**config.mk**
```make
export PLATFORM = sky130hd
export DESIGN_NAME = pufr_ctrl
export DESIGN_NICKNAME = d
export VERILOG_FILES = /design/src/pufr_pkg.sv /design/src/pufr_ctrl.sv
export SDC_FILE = /design/constraint.sdc
export NUM_CORES = 1
export LEC_CHECK = 0
export BUFFER_PORTS_ARGS = -buffer_cell sky130_fd_sc_hd__buf_2
export CORE_ASPECT_RATIO = 1.2
export CORE_UTILIZATION = 40
export CTS_BUF_LIST = sky130_fd_sc_hd__clkbuf_8
export DETAILED_ROUTE_END_ITERATION = 6
export GPL_TIMING_DRIVEN = 0
export MAX_ROUTING_LAYER = met4
export PLACE_DENSITY = 0.66
export REMOVE_ABC_BUFFERS = 1
export SYNTH_ARGS = -nofsm -noshare
export SYNTH_HDL_FRONTEND = slang
export SYNTH_SLANG_ARGS = --single-unit
```
**constraint.sdc**
```tcl
create_clock -name i_clk -period 1.2 [get_ports i_clk]
set_input_delay 0.12 -clock i_clk [delete_from_list [all_inputs] [get_ports i_clk]]
set_output_delay 0.12 -clock i_clk [all_outputs]
set_load 0.01 [all_outputs]
```
**src/pufr_pkg.sv**
```systemverilog
// ----------------------------------------------------------------------------
// pufr_pkg
// Shared types and constants of the parity union-find table with rollback.
// ----------------------------------------------------------------------------
package pufr_pkg;

    localparam int NODES      = 1024;
    localparam int UNDO_DEPTH = 1024;
    localparam int NW         = $clog2(NODES);
    localparam int SW         = $clog2(2 * NODES);
    localparam int UW         = $clog2(UNDO_DEPTH);
    localparam int CW         = $clog2(UNDO_DEPTH + 1);
    localparam logic [SW-1:0] SIZE_CAP = SW'(2 * NODES - 1);

    typedef enum logic [1:0] {
        CMD_MAKE     = 2'd0,
        CMD_UNION    = 2'd1,
        CMD_QUERY    = 2'd2,
        CMD_ROLLBACK = 2'd3
    } t_cmd;

    typedef enum logic [1:0] {
        ST_OK    = 2'd0,
        ST_EMPTY = 2'd1,
        ST_FULL  = 2'd2
    } t_status;

    typedef struct packed {
        logic [1:0]    command;
        logic [NW-1:0] node_a;
        logic [NW-1:0] node_b;
        logic          record;
    } t_in_item;

    typedef struct packed {
        logic [NW-1:0] root;
        logic          parity;
        logic          bipartite;
        logic [1:0]    status;
    } t_out_item;

    typedef struct packed {
        logic [NW-1:0] lower;
        logic [NW-1:0] upper;
        logic [NW-1:0] old_parent;
        logic [SW-1:0] old_size;
        logic          old_flag;
        logic          old_parity;
    } t_undo;

    // Controller states.
    typedef enum logic [3:0] {
        S_IDLE,
        S_MAKE,
        S_FIND_RD,
        S_FIND_CHK,
        S_UNI_RD,
        S_UNI_DEC,
        S_UNI_WR,
        S_POP_RD,
        S_POP_WR,
        S_ANS_RD,
        S_ANS_FLAG,
        S_OUT
    } t_state;

    // Datapath operations selected by the controller.
    typedef enum logic [3:0] {
        OP_NONE,
        OP_LOAD,
        OP_MAKE,
        OP_FIND_START_A,
        OP_FIND_START_B,
        OP_FIND_START_ANS,
        OP_FIND_RD,
        OP_FIND_STEP,
        OP_UNI_RD,
        OP_UNI_DEC,
        OP_UNI_WR,
        OP_POP_RD,
        OP_POP_WR,
        OP_FLAG_RD,
        OP_OUT
    } t_op;

    typedef struct packed {
        t_op op;
    } t_ctl;

    typedef struct packed {
        t_cmd command;
        logic find_done;
        logic stack_empty;
        logic push_refused;
    } t_sts;

endpackage

```
**src/pufr_ctrl.sv**
```systemverilog
// ----------------------------------------------------------------------------
// pufr_ctrl
// Command sequencer: one item at a time through finds, writes and the answer.
// ----------------------------------------------------------------------------
module pufr_ctrl (
    input  logic            i_clk,
    input  logic            i_rst_n,
    input  logic            i_in_valid,
    output logic            o_in_stall,
    output logic            o_out_valid,
    input  logic            i_out_stall,
    input  pufr_pkg::t_sts  i_sts,
    output pufr_pkg::t_ctl  o_ctl
);

    pufr_pkg::t_state r_state, n_state;
    logic r_phase, n_phase;   // 0: finds of a union, 1: final answer find
    logic r_second, n_second; // second find of a union
    logic r_valid, n_valid;
    logic r_pop_wait, n_pop_wait;

    always_ff @(posedge i_clk) begin
        if (!i_rst_n) begin
            r_state <= pufr_pkg::S_IDLE;
            r_phase <= 1'b0; r_second <= 1'b0; r_valid <= 1'b0; r_pop_wait <= 1'b0;
        end else begin
            r_state <= n_state; r_phase <= n_phase; r_second <= n_second;
            r_valid <= n_valid; r_pop_wait <= n_pop_wait;
        end
    end

    always_comb begin
        n_state = r_state; n_phase = r_phase; n_second = r_second;
        n_pop_wait = 1'b0;
        n_valid = r_valid && i_out_stall;
        o_ctl.op = pufr_pkg::OP_NONE;
        o_in_stall = 1'b1;
        unique case (r_state)
            pufr_pkg::S_IDLE: begin
                o_in_stall = 1'b0;
                if (i_in_valid) begin
                    o_ctl.op = pufr_pkg::OP_LOAD;
                    n_state = pufr_pkg::S_MAKE;
                end
            end
            pufr_pkg::S_MAKE: begin
                unique case (i_sts.command)
                    pufr_pkg::CMD_MAKE: begin
                        o_ctl.op = pufr_pkg::OP_MAKE; n_state = pufr_pkg::S_ANS_RD;
                    end
                    pufr_pkg::CMD_UNION: begin
                        o_ctl.op = pufr_pkg::OP_FIND_START_A;
                        n_phase = 1'b0; n_second = 1'b0; n_state = pufr_pkg::S_FIND_RD;
                    end
                    pufr_pkg::CMD_QUERY: n_state = pufr_pkg::S_ANS_RD;
                    default: n_state = pufr_pkg::S_POP_RD;
                endcase
            end
            pufr_pkg::S_FIND_RD: begin
                o_ctl.op = pufr_pkg::OP_FIND_RD; n_state = pufr_pkg::S_FIND_CHK;
            end
            pufr_pkg::S_FIND_CHK: begin
                o_ctl.op = pufr_pkg::OP_FIND_STEP;
                if (!i_sts.find_done) n_state = pufr_pkg::S_FIND_RD;
                else if (r_phase) n_state = pufr_pkg::S_ANS_FLAG;
                else if (!r_second) n_state = pufr_pkg::S_UNI_RD;
                else n_state = pufr_pkg::S_UNI_DEC;
            end
            pufr_pkg::S_UNI_RD: begin
                if (!r_second) begin
                    o_ctl.op = pufr_pkg::OP_FIND_START_B;
                    n_second = 1'b1; n_state = pufr_pkg::S_FIND_RD;
                end else begin
                    o_ctl.op = pufr_pkg::OP_UNI_RD; n_state = pufr_pkg::S_UNI_WR;
                end
            end
            pufr_pkg::S_UNI_DEC: begin
                o_ctl.op = pufr_pkg::OP_UNI_RD; n_state = pufr_pkg::S_UNI_WR;
                n_second = 1'b0;
            end
            pufr_pkg::S_UNI_WR: begin
                if (!r_second) begin
                    o_ctl.op = pufr_pkg::OP_UNI_DEC; n_second = 1'b1;
                end else begin
                    o_ctl.op = pufr_pkg::OP_UNI_WR; n_state = pufr_pkg::S_ANS_RD;
                end
            end
            pufr_pkg::S_POP_RD: begin
                o_ctl.op = pufr_pkg::OP_POP_RD; n_state = pufr_pkg::S_POP_WR;
            end
            pufr_pkg::S_POP_WR: begin
                if (!r_pop_wait) begin
                    o_ctl.op = pufr_pkg::OP_POP_WR; n_pop_wait = 1'b1;
                end else begin
                    n_state = pufr_pkg::S_ANS_RD;
                end
            end
            pufr_pkg::S_ANS_RD: begin
                o_ctl.op = pufr_pkg::OP_FIND_START_ANS;
                n_phase = 1'b1; n_state = pufr_pkg::S_FIND_RD;
            end
            pufr_pkg::S_ANS_FLAG: begin
                o_ctl.op = pufr_pkg::OP_FLAG_RD; n_state = pufr_pkg::S_OUT;
            end
            pufr_pkg::S_OUT: begin
                if (!r_valid) begin
                    o_ctl.op = pufr_pkg::OP_OUT;
                    n_valid = 1'b1; n_state = pufr_pkg::S_IDLE;
                end
            end
            default: n_state = pufr_pkg::S_IDLE;
        endcase
    end

    assign o_out_valid = r_valid;

endmodule

```
==> out/metrics.yaml <==
worst_setup_path:
  r2r_start: "r_state[0]"
  r2r_cells: 5
  critPathMaxFanout: 6
  cp-end-kind: "output pin"
  reg2reg_to: "r_state[0]"
  cp-start-kind: "register"
  cp.arrival_ps: 1370
  crit_path_start: "r_state[1]"
  r2r_slack_ps: -290
  worstSetupPathType: "register to output pin"
  critPathCapture: "o_ctl[2]"
  worstPathRequired_ps: 1080
cells_and_area:
  finalInstanceArea_um2: 988.4
  antenna_cells: 0
  drive_gt1_frac: 0.3594
  utilization: 0.5878
  area_growth_pct: 32.55
  nets: 139
global_routing:
  antenna_found_initial: 0
  grt_pass1_wl_um: 4043
  grt-ovfl-total: 0
  grt_max_degree: 14
  grt_pass1_vias: 827
  grt_usage: 0.2584
yosys:
  synth_area_leaders: "dfxtp_1 21%, a21oi_1 8.7%, nor2b_1 7.6%"
  ys_ff_latch: 8
  synth_edf_count: 0
  postSynthCellCount: 109
  async_reset_ff_frac: 0
  yosysSeqAreaShare: 0.2148
  synthTopCellsByCount: "13 x a21oi_1, 10 x o21ai_0, 9 x nor2b_1, 8 x dfxtp_1, 7 x nand2_1"
  ys.flop_type: "dfxtp_1"
  syn-mean-instance-area_um2: 6.841
  yosys.area.top_type_share: 0.2148
  netlist_area_um2: 745.7
  ys_types: 41
  synth_top_cell_by_area: "dfxtp_1"
  yosysMostFrequentCell: "a21oi_1"
  ys.warnings.count: 0
floorplanning:
  die_width_um: 41.42
  fp.dieH_um: 49.30
  design.die.area_um2: 2042
  start_util: 0.4435
  io_pins: 15
  core_um2: 1682
  rows: 16
job:
  maxCapViolCount: 0
drt:
  route.detailed.drc: 0
  vias: 941
  routed_via_density: 6.445
  drt_pass1_iterations: 4
  drt-total-wl_um: 2405
  avgRoutedWirePerCell_um: 16.47
  postRouteAntennaNets: 0
  first_iter_violations: 50
sta:
  min_period_ps: 1494
  rsz0062_at_grt: "true"
  setup_ws_ps: -294.0
  worst_pin_slew_ps: 362.3
  relSlewSlack: 0.7581
  fin_crit_sh: 1.245
  fin_setup_tns_ps: -2037
  drv_slew: 0
  holdWs_ps: 151.2
  finalSetupViolCount: 8
  skew_ps: 4.450
  final_hold_viol_count: 0
  max_freq_mhz: 669.3
clock_network:
  cts.sinks: 8
  worst_skew_pair.late_latency_ps: 230
  numCtsBuffers: 3
  clockBufferDepth: 2
  cts.clk_slew.worst_paths_ps: 50
  tritoncts: "built"
  cts_root_buffer: "clkbuf_8"
  htree_levels: 1
  cts_hold_buf: 0
status:
  violations: "negative setup slack"
  status: "finished, violations left"
place:
  placed_area_um2: 778.2
  portBuffers: 12
  gp_congestion: 0.9241
  hpwl_um: 1276
power:
  powerDensity_nw_per_um2: 2662
  p_leak_nw: 0.4033
  max-vdd-ir-drop_v: 0.001558
worst_hold_path:
  hold_class: "primary input to register"
worst max-delay path, cell delays in order (launching register included):
cell and delay, ps:
dfxtp_4 390, buf_6 130, buf_4 130, nor2_2 30, a22oi_1 170, o221ai_1 140
buf_2 150
how the worst min path moves through the flow:
stage                      startpoint     endpoint  cells past startpoint  slack [ps]
final                     i_out_stall  o_out_valid                      3         150
after global routing      i_out_stall  o_out_valid                      3         170
after CTS                 i_out_stall  o_out_valid                      3         150
after detailed placement  i_out_stall  o_out_valid                      3         390
after global placement    i_out_stall  o_out_valid                      3         380
after floorplan               i_rst_n   r_state[2]                      2         250
final cells by class:
class / instances / area [um2]
Fill cell: 158 / 693.2
Multi-Input combinational cell: 85 / 551.8
Sequential cell: 8 / 175.2
Timing Repair Buffer: 26 / 175.2
Clock buffer: 3 / 41.29
Inverter: 6 / 22.52
Tap cell: 18 / 22.52
cell families after synthesis:
logic type	after synthesis	synth area share
AO/OA/AOI/OAI	43	0.3692
multiplexers	1	0.01342
AND/OR/NAND/NOR	41	0.3054
flip-flops	8	0.2148
buffers and inverters	16	0.09730
layer usage:
metal  vias up  global-route usage  wire length (um)
li1        441                   -                 -
met1       441              0.3371              1018
met2        49              0.4010              1136
met3        10             0.04074               181
met4         0             0.09140                69
met5         -                   -                 0
power by group:
part           switching [mW]  total [mW]  internal [mW]  leakage [nW]
logic                   0.913        1.76          0.848         0.314
registers               0.170       0.543          0.372        0.0680
clock network           0.110       0.328          0.218        0.0216
total                    1.19        2.63           1.44         0.403
metrics by stage:
stage	power, mW	worst slack (ps)	instances
CTS	2.494	-286.9	145
floorplan	1.407	-365.2	99
global placement	1.737	-577.0	129
detailed placement	1.757	-600.4	129
finish	2.632	-294.0	146
global route	2.815	-354.9	146
cell usage in the layout, fill, tap and decap left out, drive strengths merged:
| cell | count |
|---|---|
| o211ai | 1 |
| o221ai | 1 |
| buf | 26 |
| nand4bb | 1 |
| nor2b | 9 |
| nor3b | 1 |
| or3 | 1 |
| inv | 6 |
| a2bb2oi | 1 |
| dfxtp | 8 |
| nand4 | 1 |
| nand2 | 7 |
| o22a | 1 |
| a21oi | 14 |
| o22ai | 2 |
| nor2 | 6 |
| a211oi | 1 |
| a211o | 1 |
| nand2b | 2 |
| mux2i | 1 |
| or4b | 1 |
| o21ai | 11 |
| and3 | 1 |
| o31ai | 1 |
| a31oi | 3 |
| o41ai | 1 |
| clkbuf | 3 |
| nor3 | 5 |
| nand3 | 4 |
| or4 | 1 |
| o2bb2ai | 2 |
| a22oi | 1 |
| o311a | 1 |
| nor4 | 1 |
| o21a | 1 |
state kept, by name, summed over array words and instances (netlist names):
signal and flops:
o_out_valid 1, r_second 1, r_phase 1, r_pop_wait 1, r_state 4
what timing repair did:
item,CTS,global route
resized for setup,18,10
gates cloned,0,0
pin swaps,4,6
endpoints found under the setup margin,13,9
buffers inserted,13,1
Note: power is estimated with default switching activity, not from simulation.
